**config.mk**
```make
export PLATFORM = sky130hd
export DESIGN_NAME = chained_block_allocator
export DESIGN_NICKNAME = d
export VERILOG_FILES = /design/src/cba_pkg.sv /design/src/cba_divider.sv /design/src/cba_engine.sv /design/src/chained_block_allocator.sv
export SDC_FILE = /design/constraint.sdc
export NUM_CORES = 2
export LEC_CHECK = 0
export BUFFER_PORTS_ARGS = -buffer_cell sky130_fd_sc_hd__buf_2
export CAP_MARGIN = 0
export CORE_MARGIN = 3
export CORE_UTILIZATION = 40
export DETAILED_ROUTE_END_ITERATION = 7
export PLACE_DENSITY_LB_ADDON = 0.3
export SLEW_MARGIN = 10
export SYNTH_ARGS = -nofsm -noshare
export SYNTH_HDL_FRONTEND = slang
export SYNTH_MEMORY_MAX_BITS = 65536
export SYNTH_SLANG_ARGS = --single-unit
```
**constraint.sdc**
```tcl
create_clock -name clock -period 13.63 [get_ports clock]
set_input_delay 2.0445 -clock clock [delete_from_list [all_inputs] [get_ports clock]]
set_output_delay 2.0445 -clock clock [all_outputs]
set_load 0.005 [all_outputs]
```
**src/cba_pkg.sv**
```systemverilog
// Package for the chained block allocator: shared widths, codes, state and
// handshake types. No dependencies; every other file imports it.
`default_nettype none

package cba_pkg;

   // Default number of blocks managed by the allocator.
   localparam int BLOCK_COUNT_DEF = 256;

   // Fixed field widths of the item channels and the register.
   localparam int LEN_W    = 24;
   localparam int BB_W     = 16;
   localparam int HANDLE_W = 9;
   localparam int REQ_DATA_W = 40;
   localparam int RSP_DATA_W = 24;
   localparam int NEED_W   = LEN_W + 1;
   localparam int STEP_W   = $clog2(LEN_W);

   // Reset value of the block size register.
   localparam logic [BB_W-1:0] BB_RESET = 16'd64;

   // Request kinds carried in req_tuser.
   localparam logic FUNC_ALLOC = 1'b0;
   localparam logic FUNC_FREE  = 1'b1;

   // Result status codes.
   typedef enum logic [1:0] {
      STATUS_OK           = 2'd0,
      STATUS_INSUFFICIENT = 2'd1,
      STATUS_ZERO_LENGTH  = 2'd2
   } status_type;

   // Sequencer states.
   typedef enum logic [2:0] {
      ST_INIT,
      ST_IDLE,
      ST_DIV,
      ST_POP_RD,
      ST_POP_WR,
      ST_FREE_RD,
      ST_FREE_WR,
      ST_RESP
   } engine_state_type;

   // Start of one division: bytes requested over block size.
   typedef struct packed {
      logic              start;
      logic [LEN_W-1:0]  dividend;
      logic [BB_W-1:0]   divisor;
   } div_req_type;

   // Division result: block count rounded up, valid while done is high.
   typedef struct packed {
      logic              done;
      logic [NEED_W-1:0] blocks;
   } div_rsp_type;

endpackage

`default_nettype wire

```
**src/cba_divider.sv**
```systemverilog
// Radix-2 restoring divider that turns a byte length into a rounded-up block
// count, one quotient bit per cycle. Depends on cba_pkg.
`default_nettype none

module cba_divider
   import cba_pkg::*;
(
   input  wire logic        clock,
   input  wire logic        reset,
   input  wire div_req_type div_req,
   output div_rsp_type      div_rsp
);

   logic              busy_ff, busy_in;
   logic              done_ff, done_in;
   logic [STEP_W-1:0] step_ff, step_in;
   logic [LEN_W-1:0]  quo_ff, quo_in;
   logic [BB_W-1:0]   rem_ff, rem_in;
   logic [BB_W-1:0]   dsr_ff, dsr_in;
   logic [BB_W:0]     trial;
   logic              fits;

   // One restoring step: the dividend shifts out of the top of quo_ff while
   // quotient bits shift in at the bottom.
   always_comb begin
      busy_in = busy_ff;
      done_in = 1'b0;
      step_in = step_ff;
      quo_in  = quo_ff;
      rem_in  = rem_ff;
      dsr_in  = dsr_ff;
      trial   = {rem_ff, quo_ff[LEN_W-1]};
      fits    = trial >= {1'b0, dsr_ff};
      if (div_req.start) begin
         busy_in = 1'b1;
         step_in = '0;
         quo_in  = div_req.dividend;
         rem_in  = '0;
         dsr_in  = div_req.divisor;
      end else if (busy_ff) begin
         rem_in = fits ? BB_W'(trial - {1'b0, dsr_ff}) : BB_W'(trial);
         quo_in = {quo_ff[LEN_W-2:0], fits};
         step_in = step_ff + 1'b1;
         if (step_ff == STEP_W'(LEN_W - 1)) begin
            busy_in = 1'b0;
            done_in = 1'b1;
         end
      end
   end

   always_ff @(posedge clock) begin
      if (reset) begin
         busy_ff <= 1'b0;
         done_ff <= 1'b0;
      end else begin
         busy_ff <= busy_in;
         done_ff <= done_in;
      end
      step_ff <= step_in;
      quo_ff  <= quo_in;
      rem_ff  <= rem_in;
      dsr_ff  <= dsr_in;
   end

   // Round up when a remainder is left.
   assign div_rsp.done   = done_ff;
   assign div_rsp.blocks = {1'b0, quo_ff} + NEED_W'(rem_ff != '0);

endmodule

`default_nettype wire

```
**src/cba_engine.sv**
```systemverilog
// Allocation sequencer: free index stack, used flags with chain links, free
// count and the result register. Depends on cba_pkg; drives cba_divider.
`default_nettype none

module cba_engine
   import cba_pkg::*;
#(
   parameter int BLOCK_COUNT = BLOCK_COUNT_DEF
)(
   input  wire logic                clock,
   input  wire logic                reset,
   input  wire logic                req_tvalid,
   output logic                     req_tready,
   input  wire logic                req_func,
   input  wire logic [LEN_W-1:0]    req_length,
   input  wire logic [HANDLE_W-1:0] req_handle,
   input  wire logic [BB_W-1:0]     block_bytes,
   output div_req_type              div_req,
   input  wire div_rsp_type         div_rsp,
   output logic                     rsp_tvalid,
   input  wire logic                rsp_tready,
   output logic [HANDLE_W-1:0]      rsp_head,
   output logic [1:0]               rsp_status,
   output logic [HANDLE_W-1:0]      rsp_free
);

   localparam int IDX_W = $clog2(BLOCK_COUNT + 1);
   localparam int SA_W  = $clog2(BLOCK_COUNT);
   localparam logic [IDX_W-1:0] BC_I = IDX_W'(BLOCK_COUNT);

   engine_state_type     state_ff, state_in;
   logic [IDX_W-1:0]     fc_ff, fc_in;
   logic [IDX_W-1:0]     cnt_ff, cnt_in;
   logic [IDX_W-1:0]     ptr_ff, ptr_in;
   logic [IDX_W-1:0]     head_ff, head_in;
   status_type           status_ff, status_in;
   logic                 rsp_valid_ff, rsp_valid_in;
   logic [HANDLE_W-1:0]  rsp_head_ff, rsp_head_in;
   status_type           rsp_status_ff, rsp_status_in;
   logic [HANDLE_W-1:0]  rsp_free_ff, rsp_free_in;

   // Free index stack and per-block {used, link} entries.
   logic [IDX_W-1:0]     stk_mem [0:BLOCK_COUNT-1];
   logic [IDX_W:0]       lnk_mem [0:BLOCK_COUNT];
   logic                 stk_we, stk_re;
   logic [SA_W-1:0]      stk_waddr, stk_raddr;
   logic [IDX_W-1:0]     stk_wdata, stk_rdata_ff;
   logic                 lnk_we, lnk_re;
   logic [IDX_W-1:0]     lnk_waddr, lnk_raddr;
   logic [IDX_W:0]       lnk_wdata, lnk_rdata_ff;

   logic                 handle_ok;
   logic                 nxt_used;
   logic [IDX_W-1:0]     nxt_link;
   logic                 nxt_ok;

   assign handle_ok = (req_handle != '0) && (32'(req_handle) <= 32'(BLOCK_COUNT));
   assign nxt_used  = lnk_rdata_ff[IDX_W];
   assign nxt_link  = lnk_rdata_ff[IDX_W-1:0];
   assign nxt_ok    = (nxt_link != '0) && (nxt_link <= BC_I);

   // Next state, memory strobes and handshake outputs.
   always_comb begin
      state_in      = state_ff;
      fc_in         = fc_ff;
      cnt_in        = cnt_ff;
      ptr_in        = ptr_ff;
      head_in       = head_ff;
      status_in     = status_ff;
      rsp_valid_in  = rsp_valid_ff && !rsp_tready;
      rsp_head_in   = rsp_head_ff;
      rsp_status_in = rsp_status_ff;
      rsp_free_in   = rsp_free_ff;
      stk_we        = 1'b0;
      stk_waddr     = fc_ff[SA_W-1:0];
      stk_wdata     = ptr_ff;
      stk_re        = 1'b0;
      stk_raddr     = SA_W'(fc_ff - 1'b1);
      lnk_we        = 1'b0;
      lnk_waddr     = ptr_ff;
      lnk_wdata     = '0;
      lnk_re        = 1'b0;
      lnk_raddr     = ptr_ff;
      req_tready    = 1'b0;
      div_req.start    = 1'b0;
      div_req.dividend = req_length;
      div_req.divisor  = (block_bytes == '0) ? BB_W'(1) : block_bytes;

      unique case (state_ff)
         // Load the stack with 1..N and clear all used flags and links.
         ST_INIT: begin
            stk_we    = cnt_ff < BC_I;
            stk_waddr = cnt_ff[SA_W-1:0];
            stk_wdata = cnt_ff + 1'b1;
            lnk_we    = 1'b1;
            lnk_waddr = cnt_ff;
            if (cnt_ff == BC_I) begin
               cnt_in   = '0;
               state_in = ST_IDLE;
            end else begin
               cnt_in = cnt_ff + 1'b1;
            end
         end
         ST_IDLE: begin
            req_tready = 1'b1;
            if (req_tvalid) begin
               head_in   = '0;
               status_in = STATUS_OK;
               cnt_in    = '0;
               ptr_in    = '0;
               if (req_func == FUNC_FREE) begin
                  if (handle_ok) begin
                     ptr_in   = IDX_W'(req_handle);
                     state_in = ST_FREE_RD;
                  end else begin
                     state_in = ST_RESP;
                  end
               end else if (req_length == '0) begin
                  status_in = STATUS_ZERO_LENGTH;
                  state_in  = ST_RESP;
               end else begin
                  div_req.start = 1'b1;
                  state_in      = ST_DIV;
               end
            end
         end
         ST_DIV: begin
            if (div_rsp.done) begin
               if (div_rsp.blocks > NEED_W'(fc_ff)) begin
                  status_in = STATUS_INSUFFICIENT;
                  state_in  = ST_RESP;
               end else begin
                  cnt_in   = IDX_W'(div_rsp.blocks);
                  state_in = ST_POP_RD;
               end
            end
         end
         ST_POP_RD: begin
            stk_re   = 1'b1;
            state_in = ST_POP_WR;
         end
         // Mark the popped block used and link it to the previous one.
         ST_POP_WR: begin
            lnk_we    = 1'b1;
            lnk_waddr = stk_rdata_ff;
            lnk_wdata = {1'b1, ptr_ff};
            ptr_in    = stk_rdata_ff;
            head_in   = stk_rdata_ff;
            fc_in     = fc_ff - 1'b1;
            cnt_in    = cnt_ff - 1'b1;
            state_in  = (cnt_ff == IDX_W'(1)) ? ST_RESP : ST_POP_RD;
         end
         ST_FREE_RD: begin
            lnk_re   = 1'b1;
            state_in = ST_FREE_WR;
         end
         // Push a used block back, clear its entry and follow its link.
         ST_FREE_WR: begin
            if (nxt_used && (fc_ff < BC_I)) begin
               stk_we = 1'b1;
               fc_in  = fc_ff + 1'b1;
            end
            lnk_we = 1'b1;
            cnt_in = cnt_ff + 1'b1;
            ptr_in = nxt_link;
            if (!nxt_ok || (cnt_ff == BC_I - 1'b1)) begin
               state_in = ST_RESP;
            end else begin
               state_in = ST_FREE_RD;
            end
         end
         ST_RESP: begin
            if (!rsp_valid_ff || rsp_tready) begin
               rsp_valid_in  = 1'b1;
               rsp_head_in   = HANDLE_W'(head_ff);
               rsp_status_in = status_ff;
               rsp_free_in   = HANDLE_W'(fc_ff);
               state_in      = ST_IDLE;
            end
         end
         default: state_in = ST_INIT;
      endcase
   end

   // Control and payload registers.
   always_ff @(posedge clock) begin
      if (reset) begin
         state_ff     <= ST_INIT;
         fc_ff        <= BC_I;
         cnt_ff       <= '0;
         rsp_valid_ff <= 1'b0;
      end else begin
         state_ff     <= state_in;
         fc_ff        <= fc_in;
         cnt_ff       <= cnt_in;
         rsp_valid_ff <= rsp_valid_in;
      end
      ptr_ff        <= ptr_in;
      head_ff       <= head_in;
      status_ff     <= status_in;
      rsp_head_ff   <= rsp_head_in;
      rsp_status_ff <= rsp_status_in;
      rsp_free_ff   <= rsp_free_in;
   end

   // Stack memory: one write and one registered read port.
   always_ff @(posedge clock) begin
      if (stk_we) begin
         stk_mem[stk_waddr] <= stk_wdata;
      end
      if (stk_re) begin
         stk_rdata_ff <= stk_mem[stk_raddr];
      end
   end

   // Link memory: one write and one registered read port.
   always_ff @(posedge clock) begin
      if (lnk_we) begin
         lnk_mem[lnk_waddr] <= lnk_wdata;
      end
      if (lnk_re) begin
         lnk_rdata_ff <= lnk_mem[lnk_raddr];
      end
   end

   assign rsp_tvalid = rsp_valid_ff;
   assign rsp_head   = rsp_head_ff;
   assign rsp_status = rsp_status_ff;
   assign rsp_free   = rsp_free_ff;

endmodule

`default_nettype wire

```
**src/chained_block_allocator.sv**
```systemverilog
// Top level of the chained block allocator: block size register, divider and
// allocation sequencer. Depends on cba_pkg, cba_divider and cba_engine.
//
//  Channel  Direction  Handshake               Payload
//  req      in         req_tvalid/req_tready   tuser: func; tdata: length, handle
//  rsp      out        rsp_tvalid/rsp_tready   tuser: status; tdata: head, free count
//  csr      in         csr_valid/csr_ready     csr_wdata: block_bytes
//
// A free request reads and rewrites the link entry of each block walked; a
// rejected or empty request goes straight to its result. An allocation that
// reaches the stack waits for the divider to give all 24 quotient bits, then
// reads and pops the stack once per block. The stack and link memories each
// give a registered read. After reset a clearing pass loads the memories;
// req_tready stays low until it ends, while csr writes are taken at once.
// A result waits in the output register; one more item may be accepted and
// worked on meanwhile.
`default_nettype none

module chained_block_allocator
   import cba_pkg::*;
#(
   parameter int BLOCK_COUNT = BLOCK_COUNT_DEF
)(
   input  wire logic                  clock,
   input  wire logic                  reset,
   input  wire logic                  req_tvalid,
   output logic                       req_tready,
   // [23:0] request_length, [32:24] block_handle, [39:33] zero
   input  wire logic [REQ_DATA_W-1:0] req_tdata,
   // [0] func
   input  wire logic [0:0]            req_tuser,
   output logic                       rsp_tvalid,
   input  wire logic                  rsp_tready,
   // [8:0] head_index, [17:9] free_blocks, [23:18] zero
   output logic [RSP_DATA_W-1:0]      rsp_tdata,
   // [1:0] status
   output logic [1:0]                 rsp_tuser,
   input  wire logic                  csr_valid,
   output logic                       csr_ready,
   input  wire logic [BB_W-1:0]       csr_wdata
);

   logic [BB_W-1:0]     bb_ff;
   div_req_type         div_req;
   div_rsp_type         div_rsp;
   logic [HANDLE_W-1:0] rsp_head;
   logic [HANDLE_W-1:0] rsp_free;

   // Block size register, always writable.
   assign csr_ready = 1'b1;

   always_ff @(posedge clock) begin
      if (reset) begin
         bb_ff <= BB_RESET;
      end else if (csr_valid) begin
         bb_ff <= csr_wdata;
      end
   end

   cba_divider u_divider (
      .clock   (clock),
      .reset   (reset),
      .div_req (div_req),
      .div_rsp (div_rsp)
   );

   cba_engine #(
      .BLOCK_COUNT (BLOCK_COUNT)
   ) u_engine (
      .clock       (clock),
      .reset       (reset),
      .req_tvalid  (req_tvalid),
      .req_tready  (req_tready),
      .req_func    (req_tuser[0]),
      .req_length  (req_tdata[LEN_W-1:0]),
      .req_handle  (req_tdata[LEN_W+HANDLE_W-1:LEN_W]),
      .block_bytes (bb_ff),
      .div_req     (div_req),
      .div_rsp     (div_rsp),
      .rsp_tvalid  (rsp_tvalid),
      .rsp_tready  (rsp_tready),
      .rsp_head    (rsp_head),
      .rsp_status  (rsp_tuser),
      .rsp_free    (rsp_free)
   );

   // Pack the result item.
   assign rsp_tdata = {{(RSP_DATA_W - 2 * HANDLE_W){1'b0}}, rsp_free, rsp_head};

endmodule

`default_nettype wire

```
==> flow_metrics.tcl <==
set metrics [dict create \
    grt_pass1_vias 95100 \
    path_class "reg -> reg" \
    worstPathArrival_ns 7.49 \
    vdd_drop_max_mv 0.247 \
    syn_to_final_growth_pct 11.8 \
    grt_first_pass_wirelength_um 684000 \
    drc_errors 0 \
    rsz0062_at_grt "no" \
    cap_violations 0 \
    r2r_end "u_engine.stk_rdata_ff[1]$_DFFE_PP_" \
    drt_iter0_drc 10900 \
    ys_async_sr_fraction 0 \
    tightest_slew_ns 1.40 \
    end_kind "flop" \
    die-width_um 706 \
    dp_slack_ns 6.63 \
    cts_buffers 477 \
    synth_top_area_cell "edfxtp_1" \
    htree_levels 5 \
    path_buf_inv 4 \
    vias 93900 \
    synth.area.top_cells "edfxtp_1 76%, mux4_2 14%, mux2i_1 1.8%" \
    core_area_um2 487000 \
    hold_path_end "u_divider.dsr_ff[13]$_SDFFCE_PN0P_" \
    fin_crit_sh 0.498 \
    crit_path_top_delay_cell "buf_4" \
    max_freq_ghz 0.147 \
    grt_use_total 0.187 \
    port_buffers 76 \
    worstPathMaxFanout 46 \
    cts_tree "built" \
    ios 91 \
    grt_max_degree 198 \
    ys_seq_area_frac 0.768 \
    synth_edf_count 4973 \
    hold_path_depth 0 \
    min_path_type "reg -> reg" \
    wl_um 476000 \
    multi_input_area_um2 43100 \
    synth_cell_types 80 \
    path_common_cell "buf_4" \
    r2r-start "u_engine.fc_ff[0]$_SDFFE_PP0P_" \
    p_leak_nw 62.9 \
    utilization 0.450 \
    syn-cell-area_um2 196000 \
    crit_family "buffers and inverters" \
    start_util 0.402 \
    gp_congestion 0.862 \
    crit_chain "buf_4 -> buf_4 -> buf_4 -> buf_4 -> mux4_2 -> mux4_2 -> a22o_1 -> a221oi_1 -> o221ai_1" \
    post_cts_resize_count 0 \
    synth_area_per_cell_um2 21.1 \
    min_from "bb_ff[13]$_SDFFE_PP0P_" \
    nFillCells 40700 \
    max-slew-margin-rel 0.0697 \
    finalHoldViolations 0 \
    setup_viol 0 \
    yosysTopAreaCellShare 0.762 \
    start_kind "flop" \
    grt_overflow_total 0 \
    powerDensity_nw_per_um2 173 \
    fp-row-count 256 \
    drive_gt1_frac 0.226 \
    synth.most_common_cell "edfxtp_1" \
    setup_slack_ns 6.84 \
    final_max_slew_viol_count 0 \
    die_h_um 706 \
    cts_hold_buffers 0 \
    synthTopCellsByCount "4,973 x edfxtp_1, 1,200 x mux4_2, 606 x nor2_1" \
    cts.sinks 5034 \
    period_needed_ns 6.79 \
    vias_per_cell 5.76 \
    netlist_instances 9294 \
    dr.pass1.iters 6 \
    post_cts_buffers 0 \
    ctsRootBufferMaster "clkbuf_16" \
    clkSlewWorstSetupHoldPaths_ns 0.06 \
    reg2reg_slack_ns 6.84 \
    outcome "complete, no violations" \
    dieArea_um2 498000 \
    nNetsFinal 9554 \
    clk-insertion-delay-late_ns 1.01 \
    required_ns 14.34 \
    finClkSkew_ns 0.0529 \
    power_w 0.0379 \
    antenna_left 0 \
    wl_per_cell_um 29.2 \
    synth_warnings 0 \
    dp_hpwl_um 282000 \
    clk_path_buf_depth 4 \
    cpPeakStageDelay_ns 0.84 \
    register_area_um2 151000 \
    antenna_found_initial 27 \
    fin_tns_setup_ns 0 \
    synth_ff_type "edfxtp_1" \
    synth-seq-cells 5034 \
    reg2regPathDepth 9 \
    fin_hold_ws_ns 0.445 \
]
==> cell type report <==
| cell class | count | area share |
|---|---|---|
| antenna | 10 | 0.000114 |
| clock inverter | 299 | 0.0126 |
| sequential | 5034 | 0.688 |
| inverter | 44 | 0.000789 |
| multi-input combinational | 3652 | 0.197 |
| clock buffer | 581 | 0.0569 |
| timing repair buffer | 246 | 0.00831 |
| tap | 6450 | 0.0369 |
==> metal layers <==
metal	global-route usage	wire length (µm)
met3	0.0427	41700
met4	0.0592	15500
met5	0	36
met1	0.255	190000
met2	0.300	229000
==> where the power goes <==
group	internal (W)	total (W)	switching, W
Clock	0.00728	0.0130	0.00569
Sequential	0.0187	0.0188	0.000166
Combinational	0.00162	0.00606	0.00444
==> through the flow <==
stage / cells / cell area [µm²]
6_report: 16300 / 219000
3_3_place_gp: 15400 / 204000
4_1_cts: 16300 / 219000
3_5_place_dp: 15400 / 204000
2_1_floorplan: 9299 / 196000
5_1_grt: 16300 / 219000
==> sequential cells by signal, indices dropped and copies added, names as in the netlist, 5 cells and up <==
register	cells
bb_ff	16
u_divider.dsr_ff	16
u_divider.quo_ff	24
u_divider.rem_ff	16
u_divider.step_ff	5
u_engine.cnt_ff	9
u_engine.fc_ff	9
u_engine.head_ff	9
u_engine.lnk_mem	2570
u_engine.lnk_raddr	9
u_engine.lnk_rdata_ff	10
u_engine.rsp_free	9
u_engine.rsp_head	9
u_engine.stk_mem	2304
u_engine.stk_rdata_ff	9
==> cell usage in the layout, fill, tap and decap left out, types with 27 or more instances in the layout <==
master	synthesis	layout
nor4_1	46	45
edfxtp_1	4973	4973
mux4_2	1200	1200
buf_2	138	76
xnor2_1	33	32
clkbuf_1	331	98
clkinv_1	2	123
mux2_2	27	27
a21oi_1	164	164
dfxtp_1	61	60
clkinv_2	0	91
a221oi_1	60	60
inv_1	41	41
ha_1	36	35
a22oi_1	293	293
buf_4	31	157
nor2_1	606	600
nand2_1	262	237
mux2i_1	360	360
bufinv_16	0	42
nand3_1	65	65
clkbuf_16	0	483
o21ai_0	42	33
a31oi_1	46	46
nor3_1	34	34
a22o_1	61	61
==> kinds of logic (layout without fill, tap and decap cells) <==
logic type	after synthesis	after routing	synth area share
fa+ha+maj	37	37	0.00240
compound gates	823	823	0.0301
flops	5034	5034	0.768
mux	1587	1587	0.158
buf+inv	613	1170	0.0136
xor+xnor	49	49	0.00223
simple gates	1149	1149	0.0253
other cells	2	17	0.0000383
==> worst max path at each step <==
stage | from | to | slack, ns | depth (start not counted)
floorplan | u_engine.state_ff[2]$_SDFFE_PP0P_ | u_engine.stk_mem[0][0]$_DFFE_PP_ | 0.05 | 6
CTS | u_engine.fc_ff[0]$_SDFFE_PP0P_ | u_engine.stk_rdata_ff[1]$_DFFE_PP_ | 6.64 | 9
detailed placement | u_engine.fc_ff[0]$_SDFFE_PP0P_ | u_engine.stk_rdata_ff[1]$_DFFE_PP_ | 6.63 | 9
global placement | u_engine.fc_ff[0]$_SDFFE_PP0P_ | u_engine.stk_rdata_ff[1]$_DFFE_PP_ | 6.70 | 9
finish | u_engine.fc_ff[0]$_SDFFE_PP0P_ | u_engine.stk_rdata_ff[1]$_DFFE_PP_ | 6.84 | 9
global route | u_engine.fc_ff[0]$_SDFFE_PP0P_ | u_engine.stk_rdata_ff[0]$_DFFE_PP_ | 6.23 | 9
No activity file was read; power rests on OpenSTA's default activity.
